[src/design/cdq_pkg.sv]
// Package with types, codes and constants of the circular deque.
`default_nettype none

package cdq_pkg;

    localparam int DEPTH_DEFAULT = 128;
    localparam int DATA_W        = 32;

    localparam logic [1:0] REQ_PUSH_FRONT = 2'd0;
    localparam logic [1:0] REQ_PUSH_REAR  = 2'd1;
    localparam logic [1:0] REQ_POP_FRONT  = 2'd2;
    localparam logic [1:0] REQ_POP_REAR   = 2'd3;

    localparam logic [1:0] ST_OK    = 2'd0;
    localparam logic [1:0] ST_FULL  = 2'd1;
    localparam logic [1:0] ST_EMPTY = 2'd2;

    typedef struct packed {
        logic accept;
        logic load;
    } t_cdq_cmd;

endpackage

`default_nettype wire

[src/design/circular_deque.sv]
// Top level of the circular deque.
`default_nettype none

// Double-ended queue of signed 32-bit words in a circular store of DEPTH
// entries. Each input beat carries one request (push front, push rear, pop
// front, pop rear) and produces exactly one output beat with the popped word
// (zero unless a pop succeeded), a status code (ok, rejected full, rejected
// empty) and the empty and full flags after the request. After acceptance a
// request passes through the fetch and send states to its output beat, which
// then waits for tready; the next request is taken once that beat has left,
// so the block takes no new request while one is in flight. The fetch state
// loads the result from the entry store's registered read port. The store
// needs no clearing after reset: the block is ready once reset is released.
module circular_deque
    import cdq_pkg::*;
#(
    parameter int DEPTH = DEPTH_DEFAULT
)
(
    input  wire         i_clk,
    input  wire         i_rst_n,
    input  wire         i_s_axis_tvalid,
    output logic        o_s_axis_tready,
    input  wire  [31:0] i_s_axis_tdata,  // [31:0] push_value
    input  wire  [1:0]  i_s_axis_tuser,  // [1:0] req_type
    output logic        o_m_axis_tvalid,
    input  wire         i_m_axis_tready,
    output logic [31:0] o_m_axis_tdata,  // [31:0] pop_value
    output logic [3:0]  o_m_axis_tuser   // [1:0] status, [2] now_empty, [3] now_full
);

    t_cdq_cmd              cmd;
    logic signed [DATA_W-1:0] pop_value;

    cdq_ctrl u_ctrl (
        .i_clk       (i_clk),
        .i_rst_n     (i_rst_n),
        .i_in_valid  (i_s_axis_tvalid),
        .o_in_ready  (o_s_axis_tready),
        .o_out_valid (o_m_axis_tvalid),
        .i_out_ready (i_m_axis_tready),
        .o_cmd       (cmd)
    );

    cdq_dp #(
        .DEPTH (DEPTH)
    ) u_dp (
        .i_clk        (i_clk),
        .i_rst_n      (i_rst_n),
        .i_cmd        (cmd),
        .i_req_type   (i_s_axis_tuser),
        .i_push_value (i_s_axis_tdata),
        .o_pop_value  (pop_value),
        .o_status     (o_m_axis_tuser[1:0]),
        .o_now_empty  (o_m_axis_tuser[2]),
        .o_now_full   (o_m_axis_tuser[3])
    );

    assign o_m_axis_tdata = pop_value;

endmodule

`default_nettype wire

[src/design/cdq_ctrl.sv]
// Controller state machine of the circular deque.
`default_nettype none

module cdq_ctrl
    import cdq_pkg::*;
(
    input  wire      i_clk,
    input  wire      i_rst_n,
    input  wire      i_in_valid,
    output logic     o_in_ready,
    output logic     o_out_valid,
    input  wire      i_out_ready,
    output t_cdq_cmd o_cmd
);

    typedef enum logic [2:0] {
        S_IDLE  = 3'b001,
        S_FETCH = 3'b010,
        S_SEND  = 3'b100
    } t_state;

    t_state r_state;
    t_state n_state;

    always_comb begin
        n_state = r_state;
        case (r_state)
            S_IDLE: begin
                if (i_in_valid) begin
                    n_state = S_FETCH;
                end
            end
            S_FETCH: begin
                n_state = S_SEND;
            end
            S_SEND: begin
                if (i_out_ready) begin
                    n_state = S_IDLE;
                end
            end
            default: begin
                n_state = S_IDLE;
            end
        endcase
    end

    always_ff @(posedge i_clk) begin
        if (!i_rst_n) begin
            r_state <= S_IDLE;
        end else begin
            r_state <= n_state;
        end
    end

    assign o_in_ready   = (r_state == S_IDLE) && i_rst_n;
    assign o_out_valid  = (r_state == S_SEND);
    assign o_cmd.accept = (r_state == S_IDLE) && i_rst_n && i_in_valid;
    assign o_cmd.load   = (r_state == S_FETCH);

endmodule

`default_nettype wire

[src/design/cdq_dp.sv]
// Datapath of the circular deque: store, indices, empty flag, result register.
`default_nettype none

module cdq_dp
    import cdq_pkg::*;
#(
    parameter int DEPTH = DEPTH_DEFAULT
)
(
    input  wire                     i_clk,
    input  wire                     i_rst_n,
    input  t_cdq_cmd                i_cmd,
    input  wire  [1:0]              i_req_type,
    input  wire  signed [DATA_W-1:0] i_push_value,
    output logic signed [DATA_W-1:0] o_pop_value,
    output logic [1:0]              o_status,
    output logic                    o_now_empty,
    output logic                    o_now_full
);

    localparam int AW = $clog2(DEPTH);
    localparam logic [AW-1:0] LAST = AW'(DEPTH - 1);

    logic [DATA_W-1:0] r_mem [DEPTH];
    logic [DATA_W-1:0] r_rd_data;

    logic [AW-1:0] r_head;
    logic [AW-1:0] r_tail;
    logic          r_empty;
    logic [AW-1:0] n_head;
    logic [AW-1:0] n_tail;
    logic          n_empty;

    logic [1:0]    r_pend_status;
    logic          r_pend_empty;
    logic          r_pend_full;
    logic          r_pop_ok;

    logic [AW-1:0] head_inc;
    logic [AW-1:0] head_dec;
    logic [AW-1:0] tail_inc;
    logic [AW-1:0] tail_dec;
    logic [AW-1:0] n_tail_inc;
    logic          full;
    logic          wr_en;
    logic [AW-1:0] wr_addr;
    logic [AW-1:0] rd_addr;
    logic [1:0]    status;
    logic          pop_ok;

    assign head_inc   = (r_head == LAST) ? '0 : r_head + AW'(1);
    assign head_dec   = (r_head == '0) ? LAST : r_head - AW'(1);
    assign tail_inc   = (r_tail == LAST) ? '0 : r_tail + AW'(1);
    assign tail_dec   = (r_tail == '0) ? LAST : r_tail - AW'(1);
    assign full       = !r_empty && (tail_inc == r_head);
    assign n_tail_inc = (n_tail == LAST) ? '0 : n_tail + AW'(1);
    assign rd_addr    = (i_req_type == REQ_POP_FRONT) ? r_head : r_tail;

    always_comb begin
        n_head  = r_head;
        n_tail  = r_tail;
        n_empty = r_empty;
        wr_en   = 1'b0;
        wr_addr = '0;
        status  = ST_OK;
        pop_ok  = 1'b0;
        case (i_req_type)
            REQ_PUSH_FRONT, REQ_PUSH_REAR: begin
                if (full) begin
                    status = ST_FULL;
                end else if (r_empty) begin
                    n_head  = '0;
                    n_tail  = '0;
                    n_empty = 1'b0;
                    wr_en   = 1'b1;
                end else if (i_req_type == REQ_PUSH_FRONT) begin
                    n_head  = head_dec;
                    wr_en   = 1'b1;
                    wr_addr = head_dec;
                end else begin
                    n_tail  = tail_inc;
                    wr_en   = 1'b1;
                    wr_addr = tail_inc;
                end
            end
            REQ_POP_FRONT, REQ_POP_REAR: begin
                if (r_empty) begin
                    status = ST_EMPTY;
                end else begin
                    pop_ok = 1'b1;
                    if (r_head == r_tail) begin
                        n_empty = 1'b1;
                        n_head  = '0;
                        n_tail  = '0;
                    end else if (i_req_type == REQ_POP_FRONT) begin
                        n_head = head_inc;
                    end else begin
                        n_tail = tail_dec;
                    end
                end
            end
            default: begin
                status = ST_OK;
            end
        endcase
    end

    always_ff @(posedge i_clk) begin
        if (i_cmd.accept && wr_en) begin
            r_mem[wr_addr] <= i_push_value;
        end
        if (i_cmd.accept) begin
            r_rd_data <= r_mem[rd_addr];
        end
    end

    always_ff @(posedge i_clk) begin
        if (!i_rst_n) begin
            r_head  <= '0;
            r_tail  <= '0;
            r_empty <= 1'b1;
        end else if (i_cmd.accept) begin
            r_head  <= n_head;
            r_tail  <= n_tail;
            r_empty <= n_empty;
        end
    end

    always_ff @(posedge i_clk) begin
        if (i_cmd.accept) begin
            r_pend_status <= status;
            r_pend_empty  <= n_empty;
            r_pend_full   <= !n_empty && (n_tail_inc == n_head);
            r_pop_ok      <= pop_ok;
        end
        if (i_cmd.load) begin
            o_pop_value <= r_pop_ok ? r_rd_data : '0;
            o_status    <= r_pend_status;
            o_now_empty <= r_pend_empty;
            o_now_full  <= r_pend_full;
        end
    end

endmodule

`default_nettype wire

[config.mk]
export PLATFORM = sky130hd
export DESIGN_NAME = circular_deque
export DESIGN_NICKNAME = d
export VERILOG_FILES = /design/src/design/cdq_pkg.sv /design/src/design/circular_deque.sv /design/src/design/cdq_ctrl.sv /design/src/design/cdq_dp.sv
export SDC_FILE = /design/constraint.sdc
export NUM_CORES = 2
export LEC_CHECK = 0
export BUFFER_PORTS_ARGS = -buffer_cell sky130_fd_sc_hd__buf_2
export CAP_MARGIN = 20
export CORE_ASPECT_RATIO = 1.25
export CORE_MARGIN = 5
export CORE_UTILIZATION = 30
export DETAILED_ROUTE_END_ITERATION = 8
export GPL_ROUTABILITY_DRIVEN = 0
export SLEW_MARGIN = 20
export SYNTH_ARGS = -nofsm -noshare
export SYNTH_HDL_FRONTEND = slang
export SYNTH_SLANG_ARGS = --single-unit
[constraint.sdc]
create_clock -name i_clk -period 6.7 [get_ports i_clk]
set_input_delay 1.005 -clock i_clk [delete_from_list [all_inputs] [get_ports i_clk]]
set_output_delay 1.005 -clock i_clk [all_outputs]
set_load 0.02 [all_outputs]
==> flow_summary.ini <==
[cts]
path_clk_slew_ps = 60
cts_buffers = 367
root_buffer = clkbuf_16
cts.htree.levels = 5
clock_latency_ps = 930
cts_sinks = 4187
hold_buffers = 0
postCtsSetupBuffers = 0
cts_tree = built
cts.path.max_buffers = 4
cts_resized = 0

[route]
drtIter0Drc = 10600
drt_first_pass_iters = 9
wl_per_cell_um = 29.1
ant_nets = 0
routed_wl_mm = 454
viasPerCell = 5.27
via_count = 82400
drc = 26

[final_layout]
area_growth_pct = 15.5
nFillCells = 49600
fin_util_pct = 34.7
layout-drive-gt1-share_pct = 27.1
nets = 8224

[timing]
post-route-period-util_pct = 90.0
skew_ps = 55.8
setup_viol = 0
max_freq_mhz = 166
hold_viol = 0
fin_setup_tns_ps = 0
rsz0062_at_grt = false
min_period_ps = 6030
worst_pin_slew_ps = 1140
finalMaxSlewViolations = 0
max_slew_margin_pct = 23.2

[floorplan]
ios = 76
fp.dieH_um = 833
fp-row-count = 302
fp.coreArea_um2 = 540000
die_x_um = 668
initial_core_util_pct = 30.1
die-area_um2 = 556000

[synthesis]
synth.mux.area_fraction_pct = 14.3
avgSynthCellArea_um2 = 21.0
synth-simple-area-share_pct = 3.20
synth_edf_count = 4169
synthTopCellsByCount = 4169 x edfxtp_1, 1024 x mux4_2, 557 x nand2_1
synth_compound_area_share_pct = 3.82
synth_seq_cells = 4187
synthFlopType = edfxtp_1
synth_area_leader_cell = edfxtp_1
yosys.area.top_type_share_pct = 77.1
synthTopCellsByArea = edfxtp_1 77%, mux4_2 14%, a211oi_1 1.7%, nand2_1 1.3%, and2_1 1.1%
syn_inst = 7747
ys_seq_area_share_pct = 77.3
syn_nets = 7791
yosys_warnings = 0
synth.most_common_cell = edfxtp_1
syn_area_um2 = 162000
synth-xor-area-share_pct = 0.161
synth_top_family_by_area = multiplexers
yosysUniqueCellTypes = 84
synthArstFlopShare_pct = 0
synth-adder-area-share_pct = 0.0462

[setup_path]
crit_family = simple AND/OR/NAND/NOR gates
rr_startpoint = u_dp.r_tail[0]
cp-startpoint = u_dp.r_tail[0]
end_kind = flop
cp_data_arrival_time_ps = 6600
slowest_stage = nand3_2
path_cells = ha_1 -> nand3_4 -> or3_1 -> o21a_1 -> o221ai_2 -> a21oi_1 -> nor2_1 -> nand3_2 -> nor2_4 -> buf_4
worst-path-buf-inv = 1
cpPeakStageDelay_ps = 850
worstSetupPathType = flop to flop
required_ps = 7270
critPathLaunchType = flop
cp_max_fo = 22

[grt]
first_global_vias = 84100
grt_max_degree = 91
gr-total-overflow = 0
grt_pass1_wl_mm = 640
grt_use_total_pct = 15.8
grt_antenna_before_repair = 21

[power_and_ir_drop]
p_per_area_nw_per_um2 = 276
ir_drop_mv = 0.213
p_leak_nw = 58.7

[placed_design]
portBuffers = 75
hpwl_mm = 266

[min_path]
worstHoldPathType = input port to flop
min_from = i_m_axis_tready

[run_status]
violations = DRC
status = finished with violations

[flow_run]
drv_cap = 0
cell families after synthesis:
family                   count (synthesis)
AO/OA/AOI/OAI                          860
XOR/XNOR                                29
adder cells (fa/ha/maj)                  6
buffers and inverters                  512
AND/OR/NAND/NOR                       1120
multiplexers                          1033
flip-flops                            4187
cell usage in the layout, fill, tap and decap left out, types with 9 or more instances in the layout:
| cell type | netlist | routed |
|---|---|---|
| clkinv_2 | 0 | 68 |
| clkinv_4 | 0 | 11 |
| nor2_4 | 0 | 129 |
| bufinv_16 | 0 | 44 |
| a311oi_2 | 1 | 9 |
| xor2_1 | 9 | 9 |
| edfxtp_1 | 4169 | 4169 |
| a31oi_1 | 130 | 130 |
| clkinvlp_4 | 0 | 26 |
| nand2_1 | 557 | 557 |
| buf_2 | 51 | 43 |
| a21o_1 | 34 | 34 |
| clkbuf_1 | 290 | 53 |
| o21ai_0 | 32 | 32 |
| a311oi_1 | 128 | 120 |
| nand3_1 | 34 | 31 |
| dfxtp_1 | 18 | 18 |
| diode_2 | 0 | 10 |
| a21oi_1 | 116 | 114 |
| nor2_1 | 164 | 35 |
| a211oi_1 | 360 | 358 |
| inv_1 | 16 | 15 |
| buf_12 | 0 | 69 |
| mux4_2 | 1024 | 1024 |
| xnor2_1 | 19 | 19 |
| buf_4 | 5 | 442 |
| nor3_1 | 19 | 19 |
| clkbuf_16 | 0 | 380 |
| clkinv_1 | 1 | 73 |
| and2_1 | 289 | 289 |
layout make-up:
| cell class | count | area [µm²] | share of cell area (%) |
|---|---|---|---|
| Sequential cell | 4187 | 126000 | 66.9 |
| Tap cell | 7144 | 8940 | 4.76 |
| Antenna cell | 10 | 25.0 | 0.0133 |
| Multi-Input combinational cell | 3048 | 36000 | 19.2 |
| Inverter | 18 | 67.6 | 0.0360 |
| Clock inverter | 233 | 2350 | 1.25 |
| Timing Repair Buffer | 558 | 4990 | 2.66 |
| Clock buffer | 433 | 9710 | 5.17 |
worst paths after layout:
path / to / slack [ps] / cells after the start
setup / recovery: u_dp.r_mem[121][31] / 670 / 10
hold / removal: u_ctrl.r_state[0] / 380 / 3
setup reg to reg: u_dp.r_mem[121][31] / 670 / 10
hold reg to reg: u_dp.o_status[0] / 440 / 0
flip-flops by register name, summed over array words and instances (netlist names):
name                cells
u_dp.o_now_empty        1
u_dp.r_pop_ok           1
u_dp.r_tail             7
u_dp.r_mem           4096
u_dp.o_status           2
u_dp.r_pend_empty       1
u_ctrl.r_state          3
u_dp.r_pend_full        1
u_dp.r_head             7
u_dp.r_empty            1
u_dp.o_now_full         1
u_dp.o_pop_value       32
u_dp.r_pend_status      2
u_dp.r_rd_data         32
per-stage QoR:
step                      instances  total power, mW  hold WS (ps)  cell area, µm²  worst slack (ps)
after floorplan                7747             30.0           400          162000              1440
after global placement        15000             30.8           425          175000               409
after detailed placement      15000             30.9           427          176000               271
after CTS                     15600             52.3           314          188000               904
after global routing          15600             53.4           386          188000               489
final                         15600             51.8           382          188000               667
per-layer routing:
| layer | vias up | GRT usage, % | routed length [µm] |
|---|---|---|---|
| met5 | - | 0 | 25 |
| met4 | 4 | 6.48 | 20800 |
| met3 | 796 | 2.55 | 34500 |
| met2 | 3781 | 27.0 | 228000 |
| met1 | 44600 | 20.1 | 171000 |
| li1 | 33200 | - | - |
worst reg2reg max path: stages (launching register included):
cell and delay [ps]:
dfxtp_1 770, ha_1 430, nand3_4 140, or3_1 580
o21a_1 220, o221ai_2 580, a21oi_1 140, nor2_1 690
nand3_2 850, nor2_4 720, buf_4 520
report_power, final:
part,internal (mW),leakage (nW),total [mW],switching [mW]
Combinational,0.381,15.2,1.42,1.04
Sequential,28.8,37.6,28.9,0.0373
Clock,12.1,5.86,21.6,9.48
Power figures use the tool's default switching activity.
